[config.mk]
export PLATFORM = sky130hd
export DESIGN_NAME = kat_cell
export DESIGN_NICKNAME = d
export VERILOG_FILES = /design/src/hdl/kat_pkg.sv /design/src/hdl/kat_cell.sv
export SDC_FILE = /design/constraint.sdc
export NUM_CORES = 1
export LEC_CHECK = 0
export ABC_CLOCK_PERIOD_IN_PS = 5300
export BUFFER_PORTS_ARGS = -buffer_cell sky130_fd_sc_hd__buf_2
export CORE_AREA = 2 2 255 257
export CTS_BUF_LIST = sky130_fd_sc_hd__clkbuf_2
export CTS_CLUSTER_DIAMETER = 100
export DETAILED_ROUTE_END_ITERATION = 12
export DIE_AREA = 0 0 257 259
export PLACE_DENSITY = 0.46
export SLEW_MARGIN = 20
export SYNTH_ARGS = -nofsm -noshare
export SYNTH_HDL_FRONTEND = slang
export SYNTH_SLANG_ARGS = --single-unit
[constraint.sdc]
create_clock -name clock -period 5.3 [get_ports clock]
set_input_delay 0.265 -clock clock [delete_from_list [all_inputs] [get_ports clock]]
set_output_delay 0.265 -clock clock [all_outputs]
set_load 0.005 [all_outputs]
[src/hdl/kat_pkg.sv]
package kat_pkg;

   // table depth default
   localparam int CAPACITY_DEF = 32;

   // field widths
   localparam int CODE_W = 16;
   localparam int PRN_W  = 8;
   localparam int NUM_W  = 32;
   localparam int SUM_W  = 48;
   localparam int MARK_W = 16;

   // opcodes of an input item
   localparam logic OP_ADD   = 1'b0;
   localparam logic OP_FLUSH = 1'b1;

   // saturation limits of the sum
   localparam logic signed [SUM_W-1:0] SUM_MAX = {1'b0, {(SUM_W-1){1'b1}}};
   localparam logic signed [SUM_W-1:0] SUM_MIN = {1'b1, {(SUM_W-1){1'b0}}};

   typedef struct packed {
      logic                    opcode;
      logic [CODE_W-1:0]       company;
      logic [CODE_W-1:0]       branch;
      logic [CODE_W-1:0]       rec_kind;
      logic [PRN_W-1:0]        printer;
      logic [NUM_W-1:0]        item_key;
      logic [NUM_W-1:0]        place_key;
      logic [NUM_W-1:0]        proc_id;
      logic signed [SUM_W-1:0] amount;
      logic [MARK_W-1:0]       line_mark;
   } kat_req_type;

   typedef struct packed {
      logic [CODE_W-1:0]       out_company;
      logic [CODE_W-1:0]       out_branch;
      logic [CODE_W-1:0]       out_kind;
      logic [PRN_W-1:0]        out_printer;
      logic [NUM_W-1:0]        out_item_key;
      logic [NUM_W-1:0]        out_place_key;
      logic [NUM_W-1:0]        out_proc_id;
      logic signed [SUM_W-1:0] out_sum;
      logic [MARK_W-1:0]       out_line_mark;
      logic                    last_of_flush;
   } kat_rsp_type;

   typedef struct packed {
      logic [CODE_W-1:0] company;
      logic [CODE_W-1:0] branch;
      logic [CODE_W-1:0] kind;
      logic [PRN_W-1:0]  printer;
      logic [NUM_W-1:0]  item_key;
      logic [NUM_W-1:0]  place_key;
      logic [NUM_W-1:0]  proc_id;
   } kat_key_type;

   typedef struct packed {
      kat_key_type             key;
      logic signed [SUM_W-1:0] sum;
      logic [MARK_W-1:0]       line_mark;
   } kat_entry_type;

   // per-cell control from the sequencer
   typedef struct packed {
      logic match;   // compare the request key, cell is occupied
      logic update;  // merge the request if this cell hit
      logic shift;   // take the neighbor's entry
      logic load;    // store the request as a new entry
   } kat_cell_ctrl_type;

   // key part of a request item
   function automatic kat_key_type req_key(input kat_req_type r);
      kat_key_type k;
      k.company   = r.company;
      k.branch    = r.branch;
      k.kind      = r.rec_kind;
      k.printer   = r.printer;
      k.item_key  = r.item_key;
      k.place_key = r.place_key;
      k.proc_id   = r.proc_id;
      return k;
   endfunction

endpackage

[src/hdl/kat_cell.sv]
module kat_cell (
   input  logic                      clock,
   input  logic                      reset,
   input  kat_pkg::kat_cell_ctrl_type ctrl,
   input  kat_pkg::kat_req_type      req,
   input  kat_pkg::kat_entry_type    shift_in,
   output kat_pkg::kat_entry_type    entry,
   output logic                      hit
);
   import kat_pkg::*;

   kat_entry_type           entry_ff, entry_in;
   logic                    hit_ff, hit_in;
   logic signed [SUM_W:0]   sum_wide;
   logic signed [SUM_W-1:0] sum_sat;

   // key compare, registered for the update cycle
   assign hit_in = ctrl.match && (entry_ff.key == req_key(req));

   // saturating merge of the amount
   assign sum_wide = {entry_ff.sum[SUM_W-1], entry_ff.sum} + {req.amount[SUM_W-1], req.amount};

   always_comb begin
      if (sum_wide[SUM_W] != sum_wide[SUM_W-1]) begin
         sum_sat = sum_wide[SUM_W] ? SUM_MIN : SUM_MAX;
      end else begin
         sum_sat = sum_wide[SUM_W-1:0];
      end
   end

   // entry next value: load over shift over merge
   always_comb begin
      entry_in = entry_ff;
      priority if (ctrl.load) begin
         entry_in.key       = req_key(req);
         entry_in.sum       = req.amount;
         entry_in.line_mark = req.line_mark;
      end else if (ctrl.shift) begin
         entry_in = shift_in;
      end else if (ctrl.update && hit_ff) begin
         entry_in.sum = sum_sat;
         if (entry_ff.line_mark < req.line_mark) begin
            entry_in.line_mark = req.line_mark;
         end
      end
   end

   always_ff @(posedge clock) begin
      entry_ff <= entry_in;
   end

   always_ff @(posedge clock) begin
      if (reset) begin
         hit_ff <= 1'b0;
      end else begin
         hit_ff <= hit_in;
      end
   end

   assign entry = entry_ff;
   assign hit   = hit_ff;

endmodule

==> impl_metrics.env, run 1 <==
export IMPL_ys_ff_latch=217
export IMPL_synth_top_area_frac=0.438
export IMPL_hold_buffers=588
export IMPL_initial_core_util=0.232
export IMPL_flow_stopped_at="4_1_cts"
export IMPL_synth_area_top_cells="edfxtp_1 (44%), mux2_2 (12%), ha_1 (5.5%)"
export IMPL_synth_cells=1362
export IMPL_cts_resized=0
export IMPL_netlist_cell_type_count=75
export IMPL_netlist_area_um2=14800
export IMPL_yosysSeqAreaShare=0.440
export IMPL_die_h_um=259
export IMPL_cts_sinks=217
export IMPL_io_pins=656
export IMPL_post_cts_setup_buffer_count=0
export IMPL_synth_edf_count=216
export IMPL_cts_made_buffers=72
export IMPL_yosys_warnings=0
export IMPL_io_buffers=654
export IMPL_tool_error="[ERROR RSZ-0060] Max buffer count reached."
export IMPL_syn_avg_cell_area_um2=10.9
export IMPL_status="stopped before the end"
export IMPL_die_x_um=257
export IMPL_ys_flop_type="edfxtp_1"
export IMPL_htreeDepth=3
export IMPL_clock_path_buffers=3
export IMPL_gp_congestion=0.945
export IMPL_rows=93
export IMPL_synth_nets=1867
export IMPL_cts_root_buffer="clkbuf_2"
export IMPL_hpwl_mm=63.8
export IMPL_yosys_area_top_type="edfxtp_1"
export IMPL_synthArstFlopShare=0
==> kinds of logic after synthesis <==
| logic type | synth area share |
|---|---|
| adders and majority gates | 0.0563 |
| and+or+nand+nor | 0.0810 |
| muxes | 0.122 |
| DFF | 0.440 |
| xor gates and xnor gates | 0.0692 |
| buffers and inverters | 0.0484 |
| AOI/OAI and AO/OA | 0.184 |
==> Yosys cell counts, types with 4 or more instances <==
master and n:
o31ai_1 4, o21bai_1 10, clkbuf_1 47, o221ai_1 5, mux2_2 152, ha_1 65, nand2_1 82, nand3_1 14
nor2b_1 11, xor2_1 76, a22oi_1 8, o21ai_0 63, inv_1 115, nand4_1 31, nand2b_1 10, o211ai_1 9
edfxtp_1 216, a21boi_0 6, nor4_1 19, o21ai_2 21, o221a_2 24, o2111ai_1 4, mux2i_1 8, buf_2 10
nor2_1 33, a2111oi_0 5, o22ai_1 41, a21oi_1 75, o2bb2ai_1 14, o21a_1 11, nor3_1 12, a31oi_1 4
a221oi_1 28, a21o_1 30, xnor2_1 41
==> per-stage QoR <==
stage | hold slack (ns) | instances | util | instance area [um2] | worst slack, ns
2_1_floorplan | 0.439 | 1362 | - | 14800 | 1.17
3_3_place_gp | 0.545 | 2819 | 0.297 | 19000 | 0.654
3_5_place_dp | 0.546 | 2819 | 0.297 | 19000 | 0.576
==> run 2: changes to the inputs <==
==> config.mk (replaced) <==
export PLATFORM = sky130hd
export DESIGN_NAME = kat_cell
export DESIGN_NICKNAME = d
export VERILOG_FILES = /design/src/hdl/kat_pkg.sv /design/src/hdl/kat_cell.sv
export SDC_FILE = /design/constraint.sdc
export NUM_CORES = 1
export LEC_CHECK = 0
export ABC_CLOCK_PERIOD_IN_PS = 6900
export BUFFER_PORTS_ARGS = -buffer_cell sky130_fd_sc_hd__buf_2
export CORE_AREA = 2 2 254 256
export DETAILED_ROUTE_END_ITERATION = 12
export DIE_AREA = 0 0 256 258
export PLACE_DENSITY_LB_ADDON = 0.15
export SLEW_MARGIN = 20
export SYNTH_ARGS = -nofsm -noshare
export SYNTH_HDL_FRONTEND = slang
export SYNTH_SLANG_ARGS = --single-unit
==> constraint.sdc (replaced) <==
create_clock -name clock -period 6.9 [get_ports clock]
set_input_delay 0.345 -clock clock [delete_from_list [all_inputs] [get_ports clock]]
set_output_delay 0.345 -clock clock [all_outputs]
set_load 0.005 [all_outputs]
==> run 2 against run 1 <==
Against the previous run:
- the run now ends clean
- synthesized area unchanged
- synthesized cell count unchanged
==> impl_metrics.env, run 2 <==
export IMPL_cp_required_ns=7.23
export IMPL_grt_pass1_wl_mm=106
export IMPL_stdcell_area_um2=20800
export IMPL_status="finished, final reports clean"
export IMPL_synth_top_area_frac=0.438
export IMPL_mostFrequentLayoutCells="buf_2 (653), edfxtp_1 (216), mux2_2 (152)"
export IMPL_largest_register_ffs=216
export IMPL_cts_root_buffer="clkbuf_16"
export IMPL_yosysSeqAreaShare=0.440
export IMPL_wirelength_mm=75.0
export IMPL_die_area_um2=66000
export IMPL_hold_buffers=83
export IMPL_cts_made_buffers=30
export IMPL_yosys_warnings=0
export IMPL_grt_pass1_vias=14900
export IMPL_finalHoldViolCount=0
export IMPL_overflow=0
export IMPL_cpPeakStageDelay_ns=0.58
export IMPL_io_pins=656
export IMPL_fin_nets=2582
export IMPL_switching_share=0.377
export IMPL_io_buffers=654
export IMPL_rows=93
export IMPL_grt_max_degree=148
export IMPL_ys_ff_latch=217
export IMPL_grt_usage=0.218
export IMPL_yosys_area_share_simple=0.0810
export IMPL_clock_path_buffers=3
export IMPL_power_density_nw_per_um2=263
export IMPL_netlist_cell_type_count=75
export IMPL_drive_gt1_frac=0.440
export IMPL_p_leak_nw=9.01
export IMPL_final_antenna_net_count=0
export IMPL_worstSetupPathDepth=16
export IMPL_hpwl_mm=61.5
export IMPL_die_x_um=256
export IMPL_rsz0062_at_grt="false"
export IMPL_critPathBufInv=1
export IMPL_synth_top_family_by_area="compound AO/OA/AOI/OAI gates"
export IMPL_synthArstFlopShare=0
export IMPL_finalSetupViolations=0
export IMPL_seqPwrFrac=0.333
export IMPL_worstSetupPathType="reg2reg"
export IMPL_crit_family="compound AO/OA/AOI/OAI gates"
export IMPL_yosysMostFrequentCell="edfxtp_1"
export IMPL_fin_crit_ns=5.43
export IMPL_clk_pin_slew_worst_paths_ns=0.06
export IMPL_cpMostUsedCell="a21o_1"
export IMPL_synth_compound_area_frac=0.184
export IMPL_synth_top_cells_by_count="edfxtp_1 (216), mux2_2 (152), inv_1 (115), nand2_1 (82), xor2_1 (76)"
export IMPL_htreeDepth=1
export IMPL_endpoint_kind="flip-flop"
export IMPL_hold_depth=2
export IMPL_cp_arrival_ns=5.76
export IMPL_netlist_area_um2=14800
export IMPL_cts_resized=0
export IMPL_insertion_delay_ns=0.63
export IMPL_postLayoutCoreUtil=0.327
export IMPL_gp_congestion=0.895
export IMPL_crit_chain="ha_1 -> a21o_1 -> nand4_1 -> a21boi_0 -> a41oi_1 -> o21a_1 -> a21o_1 -> o311a_1 -> a31oi_1 -> xor2_1 -> ha_2 -> inv_1 -> a211o_1 -> and2_4 -> o21ai_0 -> o221a_2"
export IMPL_p_switching_mw=2.06
export IMPL_maxSlewHeadroom=0.268
export IMPL_yosys_area_top_type="edfxtp_1"
export IMPL_r2r_cells=16
export IMPL_firstDrtPassIters=5
export IMPL_fin_skew_ns=0.0560
export IMPL_synth_nets=1867
export IMPL_crit_path_start_kind="flip-flop"
export IMPL_synthXorXnorAreaFrac=0.0692
export IMPL_cpMaxStageDelayCell="and2_4"
export IMPL_ys_flop_type="edfxtp_1"
export IMPL_area_delta_synth_final_pct=40.6
export IMPL_ff2ff_setup_slack_ns=1.47
export IMPL_via_count=14400
export IMPL_synth_adder_area_share=0.0563
export IMPL_initialDrtViolationCount=790
export IMPL_p_int_mw=3.40
export IMPL_clkPwrFrac=0.285
export IMPL_antenna_found_initial=34
export IMPL_syn_avg_cell_area_um2=10.9
export IMPL_fin_hold_ws_ns=0.0350
export IMPL_place_area_um2=19000
export IMPL_crit_fanout=32
export IMPL_hold_class="in2reg"
export IMPL_wire_per_inst_um=25.3
export IMPL_initial_core_util=0.233
export IMPL_finalCritPeriodShare=0.787
export IMPL_synth_edf_count=216
export IMPL_drc=0
export IMPL_die_h_um=258
export IMPL_synthMuxAreaShare=0.122
export IMPL_synth_cells=1362
export IMPL_cts_tree="done"
export IMPL_synth_area_top_cells="edfxtp_1 (44%), mux2_2 (12%), ha_1 (5.5%)"
export IMPL_placeableCoreArea_um2=63600
export IMPL_cts_sinks=217
export IMPL_max_cap_viol_count=0
export IMPL_viasPerCell=4.84
export IMPL_setup_tns_ns=0
export IMPL_post_cts_setup_buffer_count=0
export IMPL_pwr_share_comb=0.382
export IMPL_report_final_slew_viol_count=0
export IMPL_tightest_slew_ns=1.10
export IMPL_layout_commonest_cell="buf_2"
export IMPL_fmax_mhz=184
export IMPL_ir_drop_uv=193
[run 2: cell counts after synthesis]
Identical to the previous run, type by type.
[run 2: final cells by class]
class                      count  area [um2]
tap                          855        1070
clock inverter                23         189
sequential                   217        6510
fill                        6731       42800
multi-input combinational    965        7600
timing repair buffer         747        4200
antenna                       14        35.0
inverter                     116         440
clock buffer                  33         762
[run 2: worst paths after layout]
check,startpoint,to
worst min register to register,entry[16]$_DFFE_PP_,entry[16]$_DFFE_PP_
worst min-delay path,shift_in[77],entry[77]$_DFFE_PN_
worst max register to register,entry[17]$_DFFE_PP_,entry[18]$_DFFE_PP_
worst max-delay path,entry[17]$_DFFE_PP_,entry[18]$_DFFE_PP_
[run 2: routing by layer]
layer / share of wire / GRT usage
met5: 0.0016 / 0
met1: 0.39 / 0.249
met2: 0.51 / 0.399
met4: 0.023 / 0.0510
met3: 0.076 / 0.0612
[run 2: cells by family (layout without fill, tap and decap cells)]
family / Yosys count / count (layout)
other: 0 / 14
AOI/OAI and AO/OA: 384 / 384
xor gates and xnor gates: 117 / 117
adders and majority gates: 66 / 66
DFF: 217 / 217
buffers and inverters: 180 / 919
and+or+nand+nor: 237 / 237
muxes: 161 / 161
[run 2: power by group through the flow]
stage               registers (mW)  clock network [mW]  logic (mW)
detailed placement            1.84                   0        2.06
global placement              1.84                   0        2.06
floorplan                     1.83                   0        1.21
CTS                           1.82                1.60        2.11
finish                        1.82                1.56        2.09
global route                  1.84                1.65        2.28
[run 2: metrics by stage]
stage	setup slack, ns	std cells	total power, mW
5_1_grt	1.19	2960	5.77
3_3_place_gp	1.46	2816	3.89
4_1_cts	1.41	2955	5.53
3_5_place_dp	1.38	2816	3.90
2_1_floorplan	1.46	1362	3.04
6_report	1.47	2970	5.46
No activity file was read; power rests on OpenSTA's default activity.
==> run 3: changes to the inputs <==
--- a/config.mk
+++ b/config.mk
@@ -5,7 +5,7 @@
 export SDC_FILE = /design/constraint.sdc
 export NUM_CORES = 1
 export LEC_CHECK = 0
-export ABC_CLOCK_PERIOD_IN_PS = 6900
+export ABC_CLOCK_PERIOD_IN_PS = 4600
 export BUFFER_PORTS_ARGS = -buffer_cell sky130_fd_sc_hd__buf_2
 export CORE_AREA = 2 2 254 256
 export DETAILED_ROUTE_END_ITERATION = 12
==> constraint.sdc (replaced) <==
create_clock -name clock -period 4.6 [get_ports clock]
set_input_delay 0.23 -clock clock [delete_from_list [all_inputs] [get_ports clock]]
set_output_delay 0.23 -clock clock [all_outputs]
set_load 0.005 [all_outputs]
==> run 3 against run 2 <==
Against the previous run:
- core utilization grew 5.3 points
- via count grew 8.9%
- sequential cell count is the same
- register-to-register slack lost 1.3 ns
- worst hold slack gained 0.00078 ns
- clock-buffer cell count grew 3
- die area is the same
- fmax grew 24%
- critical path type unchanged
- largest cell class unchanged
- highest routed layer unchanged
==> impl_metrics.env, run 3 (same netlist as run 2, synthesis figures left out) <==
export IMPL_rows=93
export IMPL_initial_core_util=0.233
export IMPL_antenna_found_initial=31
export IMPL_clk_pin_slew_worst_paths_ns=0.06
export IMPL_dp_slack_ns=0.142
export IMPL_die_x_um=256
export IMPL_status="finished, final reports clean"
export IMPL_cp_arrival_ns=4.82
export IMPL_io_pins=656
export IMPL_final_antenna_net_count=0
export IMPL_p_leak_nw=10.4
export IMPL_power_density_nw_per_um2=357
export IMPL_cts_made_buffers=31
export IMPL_finalHoldViolCount=0
export IMPL_cp_required_ns=5.04
export IMPL_fin_nets=2918
export IMPL_placeableCoreArea_um2=63600
export IMPL_fin_hold_ws_ns=0.0358
export IMPL_grt_pass1_vias=16600
export IMPL_gp_congestion=0.917
export IMPL_drive_gt1_frac=0.386
export IMPL_fin_skew_ns=0.0172
export IMPL_fin_crit_ns=4.38
export IMPL_insertion_delay_ns=0.60
export IMPL_io_buffers=654
export IMPL_finalCritPeriodShare=0.953
export IMPL_crit_path_start_kind="flip-flop"
export IMPL_post_cts_setup_buffer_count=0
export IMPL_maxSlewHeadroom=0.227
export IMPL_endpoint_kind="flip-flop"
export IMPL_cts_sinks=217
export IMPL_fmax_mhz=228
export IMPL_timing_final_ws_setup_ns=0.218
export IMPL_grt_max_degree=150
export IMPL_worstSetupPathType="reg2reg"
export IMPL_area_delta_synth_final_pct=63.5
export IMPL_report_final_slew_viol_count=0
export IMPL_crit_fanout=14
export IMPL_htreeDepth=1
export IMPL_setup_tns_ns=0
export IMPL_finalSetupViolations=0
export IMPL_cts_root_buffer="clkbuf_16"
export IMPL_power_total_mw=8.63
export IMPL_largest_register_ffs=216
export IMPL_wirelength_mm=77.5
export IMPL_cts_tree="done"
export IMPL_wire_per_inst_um=23.4
export IMPL_drc=0
export IMPL_die_h_um=258
export IMPL_initialDrtViolationCount=1032
export IMPL_layout_commonest_cell="buf_2"
export IMPL_hold_class="in2reg"
export IMPL_grt_usage=0.225
export IMPL_hpwl_mm=61.6
export IMPL_n_fill_cell=6524
export IMPL_overflow=0
export IMPL_tightest_slew_ns=1.16
export IMPL_postLayoutCoreUtil=0.380
export IMPL_firstDrtPassIters=5
export IMPL_grt_pass1_wl_mm=111
export IMPL_die_area_um2=66000
export IMPL_max_cap_viol_count=0
export IMPL_mostFrequentLayoutCells="buf_2 (653), dlygate4sd3_1 (402), edfxtp_1 (216)"
export IMPL_via_count=15600
export IMPL_ir_drop_uv=295
export IMPL_clock_path_buffers=3
export IMPL_viasPerCell=4.73
-- run 3: cell count changes in the layout (fill, tap and decap cells not counted), sizes merged --
cell | previous run | this run
dlygate4sd3 | 84 | 402
buf | 662 | 679
clkinv | 18 | 14
diode | 14 | 18
clkbuf | 34 | 37
bufinv | 2 | 3
-- run 3: worst max-delay path, cell delays in order (launching register included) --
cell	delay [ns]
edfxtp_1	0.40
ha_2	0.40
and4_1	0.22
nand3_1	0.15
or4_1	0.44
o21a_1	0.21
a21o_1	0.23
o311a_1	0.39
a31oi_2	0.27
xor2_1	0.18
ha_2	0.32
buf_4	0.22
nor2_1	0.21
nand3_1	0.10
mux2_1	0.30
a32oi_1	0.19
-- run 3: area by class of cell --
class | instances | area (um2) | share of cell area
antenna | 18 | 45.0 | 0.00186
clock buffer | 36 | 795 | 0.0328
clock inverter | 20 | 188 | 0.00776
inverter | 116 | 439 | 0.0182
multi-input combinational | 965 | 7600 | 0.314
sequential | 217 | 6510 | 0.269
tap | 855 | 1070 | 0.0442
timing repair buffer | 1082 | 7550 | 0.312
-- run 3: path summary, 6_finish.rpt --
path                  startpoint             endpoint  slack [ns]  cells past startpoint
max          entry[32]$_DFFE_PP_  entry[62]$_DFFE_PP_        0.22                     15
min                 shift_in[58]  entry[58]$_DFFE_PP_        0.04                      3
max reg2reg  entry[32]$_DFFE_PP_  entry[62]$_DFFE_PP_        0.22                     15
min reg2reg  entry[16]$_DFFE_PP_  entry[16]$_DFFE_PP_        0.78                      3
-- run 3: power breakdown --
part / switching, mW / leakage [nW] / total [mW] / internal [mW]
logic: 1.92 / 7.76 / 3.49 / 1.57
registers: 0.201 / 2.21 / 2.73 / 2.53
clock network: 1.02 / 0.474 / 2.41 / 1.40
-- run 3: repair_timing --
action / in CTS / in global routing
endpoints found under the hold margin: 214 / 0
resized for setup: 0 / 3
hold buffers: 402 / 0
endpoints found under the setup margin: 0 / 16
-- run 3: through the flow --
stage	std cells	instance area (um2)
2_1_floorplan	1362	14800
3_3_place_gp	2833	19100
3_5_place_dp	2833	19100
4_1_cts	3291	24100
5_1_grt	3300	24200
6_report	3309	24200
-- run 3: routing by layer --
metal | vias up | GRT usage | wire [um]
met3 | 126 | 0.0580 | 5320
met5 | - | 0 | 106
met1 | 7598 | 0.262 | 31100
met2 | 572 | 0.403 | 38400
li1 | 7333 | - | -
met4 | 16 | 0.0744 | 2590
